`config.mk`:
```
export PLATFORM = sky130hd
export DESIGN_NAME = cgsp_ram
export DESIGN_NICKNAME = d
export VERILOG_FILES = /design/src/hw/rtl/cgsp_ram.sv
export SDC_FILE = /design/constraint.sdc
export NUM_CORES = 1
export LEC_CHECK = 0
export ABC_AREA = 1
export BUFFER_PORTS_ARGS = -buffer_cell sky130_fd_sc_hd__buf_2
export CORE_MARGIN = 1.5
export CORE_UTILIZATION = 43
export CTS_CLUSTER_SIZE = 8
export DETAILED_ROUTE_END_ITERATION = 10
export GPL_ROUTABILITY_DRIVEN = 0
export PLACE_DENSITY = 0.66
export SLEW_MARGIN = 20
export SYNTH_ARGS = -nofsm -noshare
export SYNTH_HDL_FRONTEND = slang
export SYNTH_SLANG_ARGS = --single-unit
export TNS_END_PERCENT = 30
```
`constraint.sdc`:
```
create_clock -name clk -period 1.7 [get_ports clk]
set_input_delay 0.34 -clock clk [delete_from_list [all_inputs] [get_ports clk]]
set_output_delay 0.34 -clock clk [all_outputs]
set_load 0.01 [all_outputs]
```
`src/hw/rtl/cgsp_ram.sv`:
```
// Generic single-clock RAM: one write port, one read port, registered read.
// Self-contained; width and depth come from its parameters.
module cgsp_ram #(
  parameter int WIDTH = 8,
  parameter int DEPTH = 16
) (
  input  logic                                     clk,
  input  logic                                     we,
  input  logic [((DEPTH > 1) ? $clog2(DEPTH) : 1)-1:0] waddr,
  input  logic [WIDTH-1:0]                         wdata,
  input  logic [((DEPTH > 1) ? $clog2(DEPTH) : 1)-1:0] raddr,
  output logic [WIDTH-1:0]                         rdata
);

  logic [WIDTH-1:0] mem [DEPTH];

  // Write, and registered read
  always_ff @(posedge clk) begin
    if (we) begin
      mem[waddr] <= wdata;
    end
    rdata <= mem[raddr];
  end

endmodule

```
==> results.md, run 1 <==
* Worst path cell trace: buf_2
* Yosys cell types at 12
* Sequential share of the synthesized area at 69.4%
* Post-Syn Nets at 569
* Maxcap violations at 0
* Worst setup margin at 398 ps
* Total grt overflow at 0
* Setup violations, final at 0
* Max-slew violations at 0
* Dpl cell area at 6180 sq um
* Maximum clock rate at 0.768 GHz
* # rows at 42
* Nets at 618
* CTS-repair resized insts at 0
* Post-DR vias/cell at 4.91
* Clk slew on worst S/H paths at 50 ps
* Fin crit period at 1300 ps
* Setup WS pre-CTS at 214 ps
* Worst path top cell family by delay: flip-flops
* Num Clock Sinks at 136
* Mapped Area at 5770 sq um
* Core area at 13200 sq um
* CTS tree: yes
* Worst-Skew Late Latency at 420 ps
* RSZ-0062 raised after global routing: no
* Die area at 14100 sq um
* CP Launch Type: flop
* Root Driver: clkbuf_16
* Initial Util at 43.7%
* Synth Register Bits at 136
* Area of the multi-input gates at 1210 sq um
* DR iter-0 viols at 294
* Final Hold Vio Count at 0
* Arr. time, crit path at 960 ps
* CTS max path bufs at 2
* First-pass GRT wire length at 20000 microns
* Die Wd at 119 microns
* Pwr Density at 1150 nW/um^2
* Register area at 4000 sq um
* WP buf/inv at 1
* CP max stage delay at 380 ps
* IO Count at 26
* Final Core Density at 51.1%
* Wire per inst at 15.7 microns
* Synth-to-layout area growth at 16.9%
* Lkg Pwr at 2.95 nW
* Vias in the first global route at 3833
* Ys Warns at 0
* Initial antenna violation count at 0
* Fin area at 6740 sq um
* Postcts setup bufs at 0
* Fin crit share at 76.6%
* Fill count at 1179
* Mapped Avg Cell Area at 10.5 sq um
* Worst Path Required at 1360 ps
* Endpoint class of the critical path: primary output
* Slowest stage cell, crit path: dfxtp_1
* Post-Syn Instances at 551
* DRT Pass-1 Iters at 5
* Slew HR at 75.4%
* Setup TNS Final at 0 ps
* PortBufs at 25
* Die Y-Extent at 119 microns
* Post-CTS Hold Fix Bufs at 0
* H-tree Lvls at 4
* Gr usage total at 19.1%
* Layout cell share with drive strength beyond 1 at 13.4%
* Slew at the pin closest to its max-slew limit at 369 ps
* Outcome: completed
* HP Class: in2reg
* Critical path class: reg2out
* # diodes at 0
* Crit path max fanout at 1
* CTS Buf Count at 17
* Vias after detailed routing at 3877
* Clock Skew at 5.85 ps
* Final wirelength at 12400 microns
* Post-DP HPWL at 7870 microns
* Drc violations at 0
* Largest net degree at the start of global routing at 35
* Worst vdd ir at 0.682 mV
* Final ANT Viol Nets at 0
layout make-up:
type / instances / share of cell area (%)
clock buffers: 19 / 6.42
well taps: 176 / 3.27
clock inverters: 13 / 2.00
inverters: 102 / 5.68
flip-flops and latches: 136 / 59.4
repair buffers: 54 / 5.27
multi-input cells: 289 / 18.0
routing by layer:
metal | wire (microns) | global-route usage, % | up-vias
met5 | 0 | 0 | -
met2 | 6070 | 30.7 | 129
met1 | 5310 | 24.5 | 1860
met4 | 213 | 7.38 | 0
met3 | 756 | 5.69 | 15
li1 | - | - | 1873
flip-flops by register name, indices dropped and copies added (netlist names):
| register | count |
|---|---|
| mem | 128 |
| rdata | 8 |
path summary, 6_finish.rpt:
check	from	to	slack (ps)	depth (start not counted)
worst max-delay path	rdata[4]	rdata[4]	400	1
worst min-delay path	wdata[0]	mem[13][0]	320	1
worst max register to register	mem[3][2]	rdata[2]	710	6
worst min register to register	mem[2][4]	rdata[4]	670	6
cell families (layout without fill, tap and decap cells):
group | after synthesis | in the layout | share of synthesized area (%)
buffers and inverters | 126 | 188 | 9.52
and+or+nand+nor | 289 | 289 | 21.0
DFF | 136 | 136 | 69.4
synthesized netlist by cell type:
library cell	count	area (sq um)
nand2_1	173	649
edfxtp_1	128	3840
inv_1	100	375
nand3_1	97	485
nor2_1	17	63.8
buf_2	13	65.1
dfxtp_1	8	160
buf_6	6	67.6
buf_4	4	30.0
inv_2	2	7.51
nand3b_1	2	15.0
buf_1	1	3.75
power by group:
group,total [W],internal [W],switching (W)
Sequential,0.00377,0.00375,0.0000241
Clock,0.00355,0.00226,0.00129
Combinational,0.000453,0.000141,0.000312
metrics by stage:
| stage | instances | total power (W) | hold WS, ps |
|---|---|---|---|
| 2_1_floorplan | 551 | 0.00411 | 439 |
| 3_3_place_gp | 757 | 0.00429 | 653 |
| 3_5_place_dp | 757 | 0.00430 | 654 |
| 4_1_cts | 789 | 0.00782 | 302 |
| 5_1_grt | 789 | 0.00800 | 322 |
| 6_report | 789 | 0.00778 | 318 |
layout by cell type (no fill, tap or decap):
cell type    n
buf_4       28
clkinv_1     4
clkbuf_16   17
dfxtp_1      8
nand2_1    173
buf_12       1
clkbuf_1     2
bufinv_16    3
clkinv_2     6
inv_1      100
edfxtp_1   128
nor2_1      17
inv_2        2
nand3b_1     2
buf_2       25
nand3_1     97
Power figures use the tool's default switching activity.
==> inputs of run 2 (changes only) <==
--- a/config.mk
+++ b/config.mk
@@ -5,7 +5,7 @@
 export SDC_FILE = /design/constraint.sdc
 export NUM_CORES = 1
 export LEC_CHECK = 0
-export ABC_AREA = 1
+export ABC_AREA = 0
 export BUFFER_PORTS_ARGS = -buffer_cell sky130_fd_sc_hd__buf_2
 export CORE_MARGIN = 1.5
 export CORE_UTILIZATION = 43
==> constraint.sdc (replaced) <==
create_clock -name clk -period 1.2 [get_ports clk]
set_input_delay 0.24 -clock clk [delete_from_list [all_inputs] [get_ports clk]]
set_output_delay 0.24 -clock clk [all_outputs]
set_load 0.01 [all_outputs]
==> run 2 against run 1 <==
The flow now finishes with violations (DRC, setup timing); first-iteration DRC count is 36% lower; via count is 38% lower; highest routed layer unchanged; critical endpoint is now rdata[7]; critical path depth is 2 higher; final area is 6.9% lower.
==> results.md, run 2 <==
* Outcome: finished, violations left
* Failing checks: DRC, setup timing
* Gr usage total at 17.1% (-2.0 points)
* Vias after detailed routing at 2405 (-38%)
* CTS max path bufs at 2 (unchanged)
* Lkg Pwr at 2.10 nW (-29%)
* # diodes at 0 (unchanged)
* Largest net degree at the start of global routing at 24 (-31%)
* Internal power at 0.00909 W (+48%)
* Fill count at 899 (-24%)
* Endpoint class of the critical path: flop
* Comb pwr share at 5.0% (-0.8 points)
* CTS tree: yes
* Sw Share at 19.3% (-1.5 points)
* Die Wd at 112 microns (-5.4%)
* Slew at the pin closest to its max-slew limit at 890 ps (+521 ps)
* Yosys cell types at 19 (+7)
* Post-Syn Nets at 247 (-57%)
* Worst-Skew Late Latency at 400 ps (-20 ps)
* Post-CTS Hold Fix Bufs at 0 (unchanged)
* Top flop regs: mem x128, rdata x8
* Wire per inst at 21.9 microns (+40%)
* Post-DR vias/cell at 5.39 (+9.7%)
* Setup TNS Final at -322 ps (-322 ps)
* Synth-to-layout area growth at 21.9%
* DR iter-0 viols at 189 (-36%)
* H-tree Lvls at 4 (unchanged)
* Pwr Density at 1800 nW/um^2 (+56%)
* Predominant post-synthesis flop cell: edfxtp_1
* Initial Util at 44.5% (+0.79 points)
* Drc violations at 1 (+1)
* Synth Register Bits at 136 (unchanged)
* Most frequent cells in the layout: edfxtp_1 (128), mux4_2 (31), buf_2 (25), buf_4 (24), clkbuf_16 (17)
* Die area at 12600 sq um (-10%)
* Clk network pwr share at 47.6% (+2.0 points)
* # rows at 39 (-7.1%)
* Worst Path Required at 1480 ps (+120 ps)
* Mapped Area at 5150 sq um (-11%)
* Setup violations, final at 8 (+8)
* Final Core Density at 54.3% (+3.1 points)
* Postcts setup bufs at 0 (unchanged)
* Core area at 11600 sq um (-12%)
* DRT Pass-1 Iters at 7 (+2)
* Ranking of synthesized cells by area: edfxtp_1 (75%), mux4_2 (7.9%), mux4_1 (7.1%)
* Mapped Avg Cell Area at 22.5 sq um (+110%)
* Die Y-Extent at 112 microns (-5.4%)
* Max reg flops at 128 (unchanged)
* Maxcap violations at 0 (unchanged)
* Worst setup margin at -55.9 ps (-454 ps)
* Fin crit share at 105%
* Arr. time, crit path at 1540 ps (+580 ps)
* Max-slew violations at 0 (unchanged)
* Ys Warns at 0 (unchanged)
* Clock Skew at 7.53 ps (+1.68 ps)
* Final wirelength at 9770 microns (-21%)
* IO Count at 26 (unchanged)
* Sequential share of the synthesized area at 77.8% (+8.4 points)
* CTS Buf Count at 17 (unchanged)
* Critical path class: reg2reg
* Commonest cells post-synth: edfxtp_1 (128), mux4_2 (18), a22oi_1 (16), mux4_1 (14), nor2_1 (13)
* Initial antenna violation count at 0 (unchanged)
* Crit path max fanout at 1 (unchanged)
* Post-synth EDFFs at 128 (unchanged)
* Ys async rst share at 0% (unchanged)
* Area leader, netlist: edfxtp_1
* Fin crit period at 1260 ps
* Slew HR at 40.6% (-35 points)
* Top reg by flops: mem
* Layout cell share with drive strength beyond 1 at 43.2% (+30 points)
* Final ANT Viol Nets at 0 (unchanged)
* CP Launch Type: flop
* Sequential power share at 47.4% (-1.1 points)
* Num Clock Sinks at 136 (unchanged)
* HP Class: in2reg
* Total grt overflow at 0 (unchanged)
* Most frequent cell after synthesis: edfxtp_1
* Maximum clock rate at 0.796 GHz
* Vias in the first global route at 2595 (-32%)
* PortBufs at 25 (unchanged)
* Nets at 308 (-50%)
* Switching Power at 0.00218 W (+34%)
* Worst vdd ir at 1.08 mV (+58%)
* Clk slew on worst S/H paths at 60 ps (about the same)
* RSZ-0062 raised after global routing: yes
* Final Hold Vio Count at 0 (unchanged)
* Post-Syn Instances at 229 (-58%)
* First-pass GRT wire length at 15300 microns (-23%)
* Commonest non-fill, non-tap cell in the layout: edfxtp_1
* Post-DP HPWL at 6300 microns (-20%)
* Root Driver: clkbuf_16
* Share of the synthesized area in the top cell type at 74.7% (+8.0 points)
==> run 2: cell count changes after synthesis, moves of 4 or more <==
cell	previous run	this run
nand2_1	173	9
inv_1	100	0
nand3_1	97	1
mux4_2	0	18
a22oi_1	0	16
mux4_1	0	14
buf_2	13	3
nor2_1	17	13
nor3_1	0	4
==> run 2: what timing repair did <==
action,CTS,global route
resized for setup,23,2
pin swaps,15,1
setup endpoints to repair,8,9
==> run 2: path summary, 6_finish.rpt <==
kind / start / to / slack (ps) / cells after the start
min: wdata[4] / mem[4][4] / 220 / 1
max reg2reg: mem[2][7] / rdata[7] / -60 / 3
max: mem[2][7] / rdata[7] / -60 / 3
min reg2reg: mem[8][2] / rdata[2] / 680 / 3
==> run 2: worst max-delay path, stage by stage (launching register included) <==
cell and delay, ps:
edfxtp_1 360, mux4_2 480, a22oi_2 230, nand2_1 70
==> run 2: power by group through the flow <==
stage | sequential (W) | combinational, W | clock [W]
finish | 0.00535 | 0.000566 | 0.00536
global route | 0.00535 | 0.000615 | 0.00565
CTS | 0.00535 | 0.000573 | 0.00543
detailed placement | 0.00544 | 0.000540 | 0
global placement | 0.00544 | 0.000526 | 0
floorplan | 0.00545 | 0.000278 | 0
==> run 2: cell type report <==
cell class / instances / area [sq um] / area share (%)
Sequential cell: 136 / 4010 / 63.8
Multi-Input combinational cell: 83 / 1100 / 17.6
Clock buffer: 20 / 447 / 7.12
Timing Repair Buffer: 52 / 365 / 5.82
Tap cell: 143 / 179 / 2.85
Clock inverter: 12 / 175 / 2.79
==> run 2: kinds of logic after synthesis <==
family                 synth area share (%)
buffers and inverters                  1.68
flip-flops                             77.8
multiplexers                           15.0
AND/OR/NAND/NOR                        3.18
AO/OA/AOI/OAI                          2.33
==> run 2: layer usage <==
layer	track usage (%)	up-vias	wire, microns	part of all wire [%]
met1	22.4	1247	4220	43
met2	28.1	66	4990	51
met5	0	-	0	0
li1	-	1085	-	-
met4	6.84	0	103	1.1
met3	4.05	7	463	4.7
==> run 2: stage by stage <==
stage	power, W	cell area (sq um)	std cells	worst slack, ps	hold slack (ps)
2_1_floorplan	0.00572	5190	229	-232	339
3_3_place_gp	0.00596	5650	414	-450	626
3_5_place_dp	0.00598	5650	414	-452	633
4_1_cts	0.0114	6270	446	-52.6	206
5_1_grt	0.0116	6280	446	-147	219
6_report	0.0113	6280	446	-55.9	217
